<file path="src/hw/rtl/sha_pkg.sv">
// SHA-256 stream hasher package: round constants, initial hash values,
// controller/datapath command and status structs. No dependencies.
package sha_pkg;

  localparam int unsigned BlockWords = 16;
  localparam int unsigned Rounds     = 64;

  typedef logic [31:0] word_t;

  function automatic word_t round_const(input logic [5:0] r);
    word_t k;
    case (r)
      6'd0: k = 32'h428a2f98;  6'd1: k = 32'h71374491;  6'd2: k = 32'hb5c0fbcf;
      6'd3: k = 32'he9b5dba5;  6'd4: k = 32'h3956c25b;  6'd5: k = 32'h59f111f1;
      6'd6: k = 32'h923f82a4;  6'd7: k = 32'hab1c5ed5;  6'd8: k = 32'hd807aa98;
      6'd9: k = 32'h12835b01;  6'd10: k = 32'h243185be; 6'd11: k = 32'h550c7dc3;
      6'd12: k = 32'h72be5d74; 6'd13: k = 32'h80deb1fe; 6'd14: k = 32'h9bdc06a7;
      6'd15: k = 32'hc19bf174; 6'd16: k = 32'he49b69c1; 6'd17: k = 32'hefbe4786;
      6'd18: k = 32'h0fc19dc6; 6'd19: k = 32'h240ca1cc; 6'd20: k = 32'h2de92c6f;
      6'd21: k = 32'h4a7484aa; 6'd22: k = 32'h5cb0a9dc; 6'd23: k = 32'h76f988da;
      6'd24: k = 32'h983e5152; 6'd25: k = 32'ha831c66d; 6'd26: k = 32'hb00327c8;
      6'd27: k = 32'hbf597fc7; 6'd28: k = 32'hc6e00bf3; 6'd29: k = 32'hd5a79147;
      6'd30: k = 32'h06ca6351; 6'd31: k = 32'h14292967; 6'd32: k = 32'h27b70a85;
      6'd33: k = 32'h2e1b2138; 6'd34: k = 32'h4d2c6dfc; 6'd35: k = 32'h53380d13;
      6'd36: k = 32'h650a7354; 6'd37: k = 32'h766a0abb; 6'd38: k = 32'h81c2c92e;
      6'd39: k = 32'h92722c85; 6'd40: k = 32'ha2bfe8a1; 6'd41: k = 32'ha81a664b;
      6'd42: k = 32'hc24b8b70; 6'd43: k = 32'hc76c51a3; 6'd44: k = 32'hd192e819;
      6'd45: k = 32'hd6990624; 6'd46: k = 32'hf40e3585; 6'd47: k = 32'h106aa070;
      6'd48: k = 32'h19a4c116; 6'd49: k = 32'h1e376c08; 6'd50: k = 32'h2748774c;
      6'd51: k = 32'h34b0bcb5; 6'd52: k = 32'h391c0cb3; 6'd53: k = 32'h4ed8aa4a;
      6'd54: k = 32'h5b9cca4f; 6'd55: k = 32'h682e6ff3; 6'd56: k = 32'h748f82ee;
      6'd57: k = 32'h78a5636f; 6'd58: k = 32'h84c87814; 6'd59: k = 32'h8cc70208;
      6'd60: k = 32'h90befffa; 6'd61: k = 32'ha4506ceb; 6'd62: k = 32'hbef9a3f7;
      default: k = 32'hc67178f2;
    endcase
    return k;
  endfunction

  function automatic word_t init_hash(input logic [2:0] i);
    word_t h;
    case (i)
      3'd0: h = 32'h6a09e667; 3'd1: h = 32'hbb67ae85;
      3'd2: h = 32'h3c6ef372; 3'd3: h = 32'ha54ff53a;
      3'd4: h = 32'h510e527f; 3'd5: h = 32'h9b05688c;
      3'd6: h = 32'h1f83d9ab; default: h = 32'h5be0cd19;
    endcase
    return h;
  endfunction

  localparam logic [7:0] PadByte = 8'h80;
  localparam logic [5:0] LenPos  = 6'd56;

  // Controller -> datapath.
  typedef struct packed {
    logic       push;       // write push_byte into the block buffer
    logic [7:0] push_byte;
    logic       add_len;    // add in_count to the length counter
    logic       rnd_start;  // load round vars and schedule from chain/buffer
    logic       rnd_step;   // run one round
    logic       fold;       // add round vars into chain hash
    logic       restart;    // chain <- IV, length <- 0, fill <- 0
  } sha_cmd_t;

  // Datapath -> controller.
  typedef struct packed {
    logic [5:0]  fill;
    logic [63:0] bit_len;
    logic [5:0]  round;
  } sha_sts_t;

endpackage

</file>
<file path="src/hw/rtl/sha_datapath.sv">
// SHA-256 datapath: block buffer, length counter, chaining hash and a
// one-round-per-cycle compression unit. Depends on sha_pkg.
module sha_datapath import sha_pkg::*; (
  input  logic        clk_i,
  input  logic        rst_ni,
  input  sha_cmd_t    cmd_i,
  input  logic [2:0]  in_count_i,
  input  logic [2:0]  rd_idx_i,
  output word_t       rd_word_o,
  output sha_sts_t    sts_o
);

  word_t       buf_q [BlockWords];
  word_t       w_q   [BlockWords];
  word_t       v_q   [8];
  word_t       h_q   [8];
  logic [5:0]  fill_q;
  logic [63:0] len_q;
  logic [5:0]  rnd_q;

  logic [3:0]  wpos;
  logic [1:0]  bpos;
  assign wpos = fill_q[5:2];
  assign bpos = fill_q[1:0];

  function automatic word_t rotr(input word_t x, input int n);
    return (x >> n) | (x << (32 - n));
  endfunction

  // Schedule window shifts by one each round; w_q[0] is the current word.
  word_t w_new, sw, t1, t2, s0, s1, ch, mj, ss0, ss1;
  always_comb begin
    s0    = rotr(w_q[1], 7) ^ rotr(w_q[1], 18) ^ (w_q[1] >> 3);
    s1    = rotr(w_q[14], 17) ^ rotr(w_q[14], 19) ^ (w_q[14] >> 10);
    w_new = w_q[0] + s0 + w_q[9] + s1;
    sw    = w_q[0];
    ss1   = rotr(v_q[4], 6) ^ rotr(v_q[4], 11) ^ rotr(v_q[4], 25);
    ch    = (v_q[4] & v_q[5]) ^ (~v_q[4] & v_q[6]);
    t1    = v_q[7] + ss1 + ch + round_const(rnd_q) + sw;
    ss0   = rotr(v_q[0], 2) ^ rotr(v_q[0], 13) ^ rotr(v_q[0], 22);
    mj    = (v_q[0] & v_q[1]) ^ (v_q[0] & v_q[2]) ^ (v_q[1] & v_q[2]);
    t2    = ss0 + mj;
  end

  always_ff @(posedge clk_i) begin
    if (cmd_i.push) begin
      case (bpos)
        2'd0:    buf_q[wpos] <= {cmd_i.push_byte, 24'h0};
        2'd1:    buf_q[wpos][23:16] <= cmd_i.push_byte;
        2'd2:    buf_q[wpos][15:8] <= cmd_i.push_byte;
        default: buf_q[wpos][7:0] <= cmd_i.push_byte;
      endcase
    end
    if (cmd_i.rnd_start) begin
      // The last byte of the block is pushed this same cycle; forward it.
      for (int i = 0; i < BlockWords - 1; i++) w_q[i] <= buf_q[i];
      w_q[BlockWords-1] <= {buf_q[BlockWords-1][31:8], cmd_i.push_byte};
      for (int i = 0; i < 8; i++) v_q[i] <= h_q[i];
    end else if (cmd_i.rnd_step) begin
      for (int i = 0; i < BlockWords - 1; i++) w_q[i] <= w_q[i+1];
      w_q[BlockWords-1] <= w_new;
      v_q[7] <= v_q[6]; v_q[6] <= v_q[5]; v_q[5] <= v_q[4];
      v_q[4] <= v_q[3] + t1;
      v_q[3] <= v_q[2]; v_q[2] <= v_q[1]; v_q[1] <= v_q[0];
      v_q[0] <= t1 + t2;
    end
  end

  always_ff @(posedge clk_i or negedge rst_ni) begin
    if (!rst_ni) begin
      for (int i = 0; i < 8; i++) h_q[i] <= init_hash(3'(i));
      fill_q <= '0;
      len_q  <= '0;
      rnd_q  <= '0;
    end else begin
      if (cmd_i.restart) begin
        for (int i = 0; i < 8; i++) h_q[i] <= init_hash(3'(i));
        fill_q <= '0;
        len_q  <= '0;
      end else begin
        if (cmd_i.fold) begin
          for (int i = 0; i < 8; i++) h_q[i] <= h_q[i] + v_q[i];
        end
        if (cmd_i.push) fill_q <= fill_q + 6'd1;
        if (cmd_i.add_len) len_q <= len_q + 64'(in_count_i);
      end
      if (cmd_i.rnd_start) rnd_q <= '0;
      else if (cmd_i.rnd_step) rnd_q <= rnd_q + 6'd1;
    end
  end

  assign rd_word_o     = h_q[rd_idx_i];
  assign sts_o.fill    = fill_q;
  assign sts_o.bit_len = {len_q[60:0], 3'b000};
  assign sts_o.round   = rnd_q;

endmodule

</file>
<file path="src/hw/rtl/sha_ctrl.sv">
// SHA-256 controller: feeds bytes and padding one per cycle, sequences the
// 64 rounds and the eight-word digest readout. Depends on sha_pkg.
module sha_ctrl import sha_pkg::*; (
  input  logic        clk_i,
  input  logic        rst_ni,
  input  logic        in_valid_i,
  output logic        in_ready_o,
  input  logic [31:0] in_word_i,
  input  logic [2:0]  in_count_i,
  input  logic        in_final_i,
  output logic [2:0]  in_count_o,
  input  sha_sts_t    sts_i,
  output sha_cmd_t    cmd_o,
  output logic        out_valid_o,
  input  logic        out_ready_i,
  output logic [2:0]  out_idx_o
);

  localparam logic [2:0] StIdle  = 3'd0;
  localparam logic [2:0] StBytes = 3'd1;
  localparam logic [2:0] StPad   = 3'd2;
  localparam logic [2:0] StRound = 3'd3;
  localparam logic [2:0] StFold  = 3'd4;
  localparam logic [2:0] StOut   = 3'd5;

  logic [2:0]  st_q, st_d;
  logic [31:0] word_q, word_d;
  logic [2:0]  cnt_q, cnt_d;     // bytes left to push
  logic        fin_q, fin_d;
  logic        pad_q, pad_d;     // padding phase under way
  logic        ret_q, ret_d;     // state after fold: 0 bytes/idle/pad, 1 pad/out
  logic [2:0]  oi_q, oi_d;
  logic [63:0] blen_q, blen_d;
  logic [3:0]  pcnt_q, pcnt_d;   // padding byte index: 0 = 0x80, 1..8 length
  logic [2:0]  sat;
  logic        last_push;
  logic [7:0]  pbyte;

  assign sat        = (in_count_i > 3'd4) ? 3'd4 : in_count_i;
  assign in_count_o = sat;
  assign in_ready_o = (st_q == StIdle);
  assign out_valid_o = (st_q == StOut);
  assign out_idx_o  = oi_q;
  assign last_push  = (sts_i.fill == 6'd63);

  always_comb begin
    st_d = st_q; word_d = word_q; cnt_d = cnt_q; fin_d = fin_q;
    pad_d = pad_q; ret_d = ret_q; oi_d = oi_q; blen_d = blen_q; pcnt_d = pcnt_q;
    cmd_o = '0;
    pbyte = 8'h00;
    case (st_q)
      StIdle: begin
        if (in_valid_i) begin
          cmd_o.add_len = 1'b1;
          word_d = in_word_i;
          cnt_d  = sat;
          fin_d  = in_final_i;
          pcnt_d = '0;
          if (sat != 3'd0) st_d = StBytes;
          else if (in_final_i) st_d = StPad;
        end
      end
      StBytes: begin
        cmd_o.push = 1'b1;
        cmd_o.push_byte = word_q[31:24];
        word_d = {word_q[23:0], 8'h00};
        cnt_d = cnt_q - 3'd1;
        ret_d = 1'b0;
        if (last_push) st_d = StRound;
        else if (cnt_q == 3'd1) st_d = fin_q ? StPad : StIdle;
        if (cnt_q == 3'd1 && fin_q) blen_d = sts_i.bit_len;
      end
      StPad: begin
        // 0x80, zeros until the fill reaches byte 56 (wrapping into a second
        // block if needed), then the 64-bit length.
        if (pcnt_q == 4'd0) begin
          pbyte = PadByte;
          pcnt_d = 4'd1;
          if (!pad_q) blen_d = sts_i.bit_len;
          pad_d = 1'b1;
        end else if (pcnt_q == 4'd1 && sts_i.fill != LenPos) begin
          pbyte = 8'h00;
        end else begin
          pbyte = blen_q[63:56];
          blen_d = {blen_q[55:0], 8'h00};
          pcnt_d = pcnt_q + 4'd1;
        end
        cmd_o.push = 1'b1;
        cmd_o.push_byte = pbyte;
        ret_d = 1'b1;
        if (last_push) st_d = StRound;
      end
      StRound: begin
        if (sts_i.round == 6'd0 && !cmd_o.rnd_step && pcnt_q[3:0] == 4'hf) begin
          cmd_o.rnd_step = 1'b1;
        end
        cmd_o.rnd_step = 1'b1;
        if (sts_i.round == 6'(Rounds - 1)) st_d = StFold;
      end
      StFold: begin
        cmd_o.fold = 1'b1;
        if (!ret_q) begin
          st_d = (cnt_q == 3'd0) ? (fin_q ? StPad : StIdle) : StBytes;
        end else if (pcnt_q == 4'd9) begin
          st_d = StOut;
          oi_d = '0;
        end else begin
          st_d = StPad;
        end
      end
      StOut: begin
        if (out_ready_i) begin
          oi_d = oi_q + 3'd1;
          if (oi_q == 3'd7) begin
            cmd_o.restart = 1'b1;
            pad_d = 1'b0;
            st_d = StIdle;
          end
        end
      end
      default: st_d = StIdle;
    endcase
    // Load round state the cycle the block completes.
    if (cmd_o.push && last_push) cmd_o.rnd_start = 1'b1;
  end

  always_ff @(posedge clk_i or negedge rst_ni) begin
    if (!rst_ni) begin
      st_q <= StIdle; cnt_q <= '0; fin_q <= 1'b0; pad_q <= 1'b0;
      ret_q <= 1'b0; oi_q <= '0; pcnt_q <= '0;
    end else begin
      st_q <= st_d; cnt_q <= cnt_d; fin_q <= fin_d; pad_q <= pad_d;
      ret_q <= ret_d; oi_q <= oi_d; pcnt_q <= pcnt_d;
    end
  end

  always_ff @(posedge clk_i) begin
    word_q <= word_d;
    blen_q <= blen_d;
  end

endmodule

</file>
<file path="src/hw/rtl/sha256_stream_hasher_core.sv">
// SHA-256 stream hasher top level: joins controller and datapath.
// Depends on sha_pkg, sha_ctrl and sha_datapath.
//
// Usage:
//   Slave channel s_axis_*: tdata = {byte_count, message_word}, up to four
//   bytes an item, earliest byte in bits 31..24; tlast carries final_req and
//   marks the last item of a message. Master channel m_axis_*: eight digest
//   words, most significant first, tlast on the eighth.
// Flow: one item is taken when the block is idle; its valid bytes are
//   then pushed one at a time before the next item is taken.
//   Every 64th byte starts the 64 rounds and a fold on the single
//   shared round unit. A final item adds padding (0x80, zeros, then the
//   length: at least 9 pad bytes, plus more rounds and a fold if a second
//   block is needed) and eight output words, held while the receiver stalls.
// Reset: asynchronous, active low; the chaining hash returns to the initial
//   values, byte and length counters clear.
// Stall: the digest words hold on m_axis_tdata while m_axis_tready is low;
//   no new item is taken until all eight words have left.
module sha256_stream_hasher_core import sha_pkg::*; (
  input  logic        clk_i,
  input  logic        rst_ni,
  input  logic        s_axis_tvalid,
  output logic        s_axis_tready,
  input  logic [39:0] s_axis_tdata,   // message_word[31:0], byte_count[34:32]
  input  logic        s_axis_tlast,   // final_req
  output logic        m_axis_tvalid,
  input  logic        m_axis_tready,
  output logic [39:0] m_axis_tdata,   // digest_word[31:0], word_index[34:32]
  output logic        m_axis_tlast    // last_word
);

  sha_cmd_t   cmd;
  sha_sts_t   sts;
  logic [2:0] cnt, oidx;
  word_t      rd_word;

  sha_ctrl u_ctrl (
    .clk_i, .rst_ni,
    .in_valid_i (s_axis_tvalid),
    .in_ready_o (s_axis_tready),
    .in_word_i  (s_axis_tdata[31:0]),
    .in_count_i (s_axis_tdata[34:32]),
    .in_final_i (s_axis_tlast),
    .in_count_o (cnt),
    .sts_i      (sts),
    .cmd_o      (cmd),
    .out_valid_o(m_axis_tvalid),
    .out_ready_i(m_axis_tready),
    .out_idx_o  (oidx)
  );

  sha_datapath u_dp (
    .clk_i, .rst_ni,
    .cmd_i      (cmd),
    .in_count_i (cnt),
    .rd_idx_i   (oidx),
    .rd_word_o  (rd_word),
    .sts_o      (sts)
  );

  assign m_axis_tdata = {5'b0, oidx, rd_word};
  assign m_axis_tlast = (oidx == 3'd7);

  // Never take an item while digest words are pending.
  a_no_in_during_out: assert property (@(posedge clk_i) disable iff (!rst_ni)
    m_axis_tvalid |-> !s_axis_tready) else $error("input taken during output");

  // Restart clears the byte fill.
  a_restart_clears: assert property (@(posedge clk_i) disable iff (!rst_ni)
    cmd.restart |=> sts.fill == 6'd0) else $error("fill not cleared");

  // A block completes only at the end of the block buffer.
  a_start_at_full: assert property (@(posedge clk_i) disable iff (!rst_ni)
    cmd.rnd_start |-> (cmd.push && sts.fill == 6'd63)) else $error("bad start");

endmodule
</file>
<file path="config.mk">
export PLATFORM = sky130hd
export DESIGN_NAME = sha256_stream_hasher_core
export DESIGN_NICKNAME = d
export VERILOG_FILES = /design/src/hw/rtl/sha_pkg.sv /design/src/hw/rtl/sha_datapath.sv /design/src/hw/rtl/sha_ctrl.sv /design/src/hw/rtl/sha256_stream_hasher_core.sv
export SDC_FILE = /design/constraint.sdc
export NUM_CORES = 2
export LEC_CHECK = 0
export BUFFER_PORTS_ARGS = -buffer_cell sky130_fd_sc_hd__buf_2
export CORE_MARGIN = 10
export CORE_UTILIZATION = 55
export CTS_BUF_LIST = sky130_fd_sc_hd__clkbuf_4 sky130_fd_sc_hd__clkbuf_8
export DETAILED_ROUTE_END_ITERATION = 8
export PLACE_DENSITY_LB_ADDON = 0.3
export SETUP_SLACK_MARGIN = 0.2
export SLEW_MARGIN = 20
export SYNTH_ARGS = -nofsm -noshare
export SYNTH_HDL_FRONTEND = slang
export SYNTH_SLANG_ARGS = --single-unit
</file>
<file path="constraint.sdc">
create_clock -name clk_i -period 21.1 [get_ports clk_i]
set_input_delay 0 -clock clk_i [delete_from_list [all_inputs] [get_ports clk_i]]
set_output_delay 0 -clock clk_i [all_outputs]
set_load 0.02 [all_outputs]
</file>
==> reports/results.ini <==
[cts]
cts.clk_slew.worst_paths_ps = 60
bufs_on_longest_clock_path = 4
tritoncts = yes
cts_inserted_buffers = 302
cts-root-buf = sky130_fd_sc_hd__clkbuf_8
number_of_levels_in_the_clock_h_tree = 5
numClockSinks = 1710
clk_latency_ps = 1090
cts_resized = 0

[setup_path]
critPathKind = reg -> reg
crit_fanout = 23
critical-path-top-cell-by-count = sky130_fd_sc_hd__fa_1
crit_slowest_cell = sky130_fd_sc_hd__o21ai_0
cp_slowest_stage_delay_ps = 930
worstPathRequired_ps = 21810
worstSetupStartpointType = flip-flop
worst-endpoint-arrival_ps = 12640
end_kind = flip-flop

[finish]
fill_cells = 13959
final_layout_size_suffix_gt1_frac = 0.102
area_growth_syn_to_fin_pct = 9.73
final_common_cell = sky130_fd_sc_hd__nand2_1
final_cell_count_no_fill = 11849
final-seq-area_um2 = 49800
most-common-layout-cells = sky130_fd_sc_hd__nand2_1, sky130_fd_sc_hd__edfxtp_1, sky130_fd_sc_hd__o21ai_0, sky130_fd_sc_hd__nor2_1, sky130_fd_sc_hd__a21oi_1
layout.nets = 9975
fin_area_um2 = 104000
multiInputGateArea_um2 = 42200

[global_routing]
grt_pass1_vias = 67867
grtUsageTotal = 0.279
grt_start_max_net_pins = 210
grt_pass1_wl_mm = 410
overflow = 0
grt_antenna_before_repair = 6

[detailed_routing]
drcViolationCount = 0
routed_wirelength_mm = 273
first_iter_violations = 7221
ant_nets = 0
via_per_inst = 5.87
route.vias.total = 69582
routedWlPerCell_um = 23.0
firstDrtPassIters = 6

[place]
placedCellCount = 11245
numPortBuffers = 77
dpl_cell_area_um2 = 97500
pre_cts_slack_ps = 9290
gp_congestion = 0.970
place.detailed.hpwl_mm = 186

[timing]
total_setup_violations_reported_at_the_end_of_the_flow = 0
final-hold-violation-count = 0
rsz_0062_raised_after_global_routing = no
count_of_pins_over_their_slew_limit = 0
slew_headroom = 0.256
max_freq_ghz = 0.0839
timing.clock.skew_ps = 157
layout_setup_ws_ps = 9170
post-route-min-period_ps = 11930
hold-worst-slack_ps = 103
min_period_over_period = 0.565
setup_total_negative_slack_ps = 0
worst-slew-pin-transition_ps = 1100

[yosys]
netlist_top_cells_area = sky130_fd_sc_hd__edfxtp_1, sky130_fd_sc_hd__nand2_1, sky130_fd_sc_hd__dfrtp_1
synth-adder-area-share = 0.0976
post_synth_inst_count = 9198
synthArstFlopShare = 0.202
flop_and_latch_count_out_of_synthesis = 1710
yosys_warnings = 0
synth_cell_type_count = 105
synth-xor-area-share = 0.0582
post_synthesis_simple_gate_area_fraction = 0.158
synth_edf_count = 1365
synth_mux_area_frac = 0.0259
synth_compound_gate_area_share = 0.103
synth.yosys.seq_area_share = 0.524
syn-cell-area_um2 = 94900
synth_area_per_cell_um2 = 10.3
synth_flop_cell = sky130_fd_sc_hd__edfxtp_1
synth_top_family_by_area = simple AND/OR/NAND/NOR gates
yosys.area.top_type_share = 0.432
synth.largest_area_cell = sky130_fd_sc_hd__edfxtp_1

[flow_run]
reported_max_cap_violation_count = 0

[outcome]
status = finished clean

[power_and_ir_drop]
leakage_power_nw = 43.2
power_per_cell_area_nw_per_um2 = 64.1
power.ir.vdd_worst_mv = 0.0826

[floorplanning]
floorplan.die.height_um = 435
die_x_um = 435
floorplan.die_area_um2 = 190000
ioPinCount = 88
floorplan.initialDensity = 0.553
core_area_um2 = 172000
placement_rows = 152

[worst_hold_path]
worst_hold_path_type = in -> reg

registers in the layout (all words and copies together) (netlist names), 3 cells and up:
register,flops
u_dp.len_q,61
u_ctrl.st_q,3
u_ctrl.cnt_q,3
u_dp.w_q,512
u_dp.buf_q,504
u_dp.fill_q,6
u_ctrl.word_q,32
u_dp.rnd_q,6
u_ctrl.pcnt_q,4
u_dp.h_q,256
u_ctrl.blen_q,61
u_dp.v_q,256
u_ctrl.out_idx_o,3
worst max-delay path: cells and delay by family, from the launching register on:
family | cells | cell delay [ps]
AO/OA/AOI/OAI | 19 | 4920
XOR/XNOR | 2 | 290
adder cells (fa/ha/maj) | 7 | 3290
buffers and inverters | 5 | 1140
flip-flops | 1 | 330
AND/OR/NAND/NOR | 5 | 1680
layer usage:
| layer | up-vias | part of all wire | track usage |
|---|---|---|---|
| met5 | - | 0 | 0 |
| met4 | 0 | 0.057 | 0.141 |
| met3 | 730 | 0.077 | 0.0506 |
| met2 | 2993 | 0.47 | 0.444 |
| met1 | 33849 | 0.40 | 0.367 |
| li1 | 32010 | - | - |
per-stage QoR:
stage	total power (W)	util
floorplan	0.00367	-
global placement	0.00369	0.568
detailed placement	0.00369	0.568
CTS	0.00672	0.607
global route	0.00687	0.607
finish	0.00667	0.607
worst paths after layout:
path                       cells past startpoint  slack [ps]           endpoint               from
max reg2reg                                   38        9170    u_dp.v_q[0][30]      u_dp.rnd_q[0]
max                                           38        9170    u_dp.v_q[0][30]      u_dp.rnd_q[0]
min reg2reg                                    2         430  u_ctrl.blen_q[29]  u_ctrl.blen_q[21]
min in group asynchronous                      3         380      u_dp.h_q[239]             rst_ni
max in group asynchronous                      4       19590      u_dp.rnd_q[5]             rst_ni
min                                            5         100      u_dp.len_q[1]      s_axis_tvalid
cells in the mapped netlist, types with 48 or more instances:
master / instances
sky130_fd_sc_hd__nand2_1: 2670
sky130_fd_sc_hd__ha_1: 409
sky130_fd_sc_hd__nand2b_1: 77
sky130_fd_sc_hd__nor2_1: 447
sky130_fd_sc_hd__nor2b_1: 49
sky130_fd_sc_hd__xnor2_1: 343
sky130_fd_sc_hd__a31oi_1: 50
sky130_fd_sc_hd__o21a_1: 56
sky130_fd_sc_hd__dfrtp_1: 209
sky130_fd_sc_hd__a21o_1: 155
sky130_fd_sc_hd__inv_1: 380
sky130_fd_sc_hd__dfstp_2: 136
sky130_fd_sc_hd__nor3_1: 86
sky130_fd_sc_hd__xor2_1: 286
sky130_fd_sc_hd__clkbuf_1: 390
sky130_fd_sc_hd__mux4_2: 72
sky130_fd_sc_hd__o21ai_0: 525
sky130_fd_sc_hd__a21oi_1: 436
sky130_fd_sc_hd__o211ai_1: 48
sky130_fd_sc_hd__edfxtp_1: 1365
sky130_fd_sc_hd__fa_1: 196
sky130_fd_sc_hd__nand3_1: 135
layout make-up:
class                           instances  share of cell area
Clock inverter                         84             0.00510
Antenna cell                            3           0.0000721
Tap cell                             2310              0.0277
Timing Repair Buffer                  253              0.0194
Inverter                              384              0.0138
Clock buffer                          431              0.0508
Sequential cell                      1710               0.478
Multi-Input combinational cell       6674               0.405
cells by family (layout without fill, tap and decap cells):
logic type      Yosys count  in the layout
compound gates         1587           1587
mux                     150            150
buf+inv                 818           1152
flops                  1710           1710
xor+xnor                630            630
simple gates           3675           3675
fa+ha+maj               627            627
other cells               1              8
where the power goes:
group	switching, W	internal (W)
registers	0	0.00360
logic	0.0000235	0.0000151
clock network	0.00137	0.00167
what timing repair did:
| action | 4_1_cts | 5_1_grt |
|---|---|---|
| setup buffers | 0 | 0 |
| hold buffers | 86 | 0 |
| endpoints found under the hold margin | 416 | 0 |
Power figures use the tool's default switching activity.
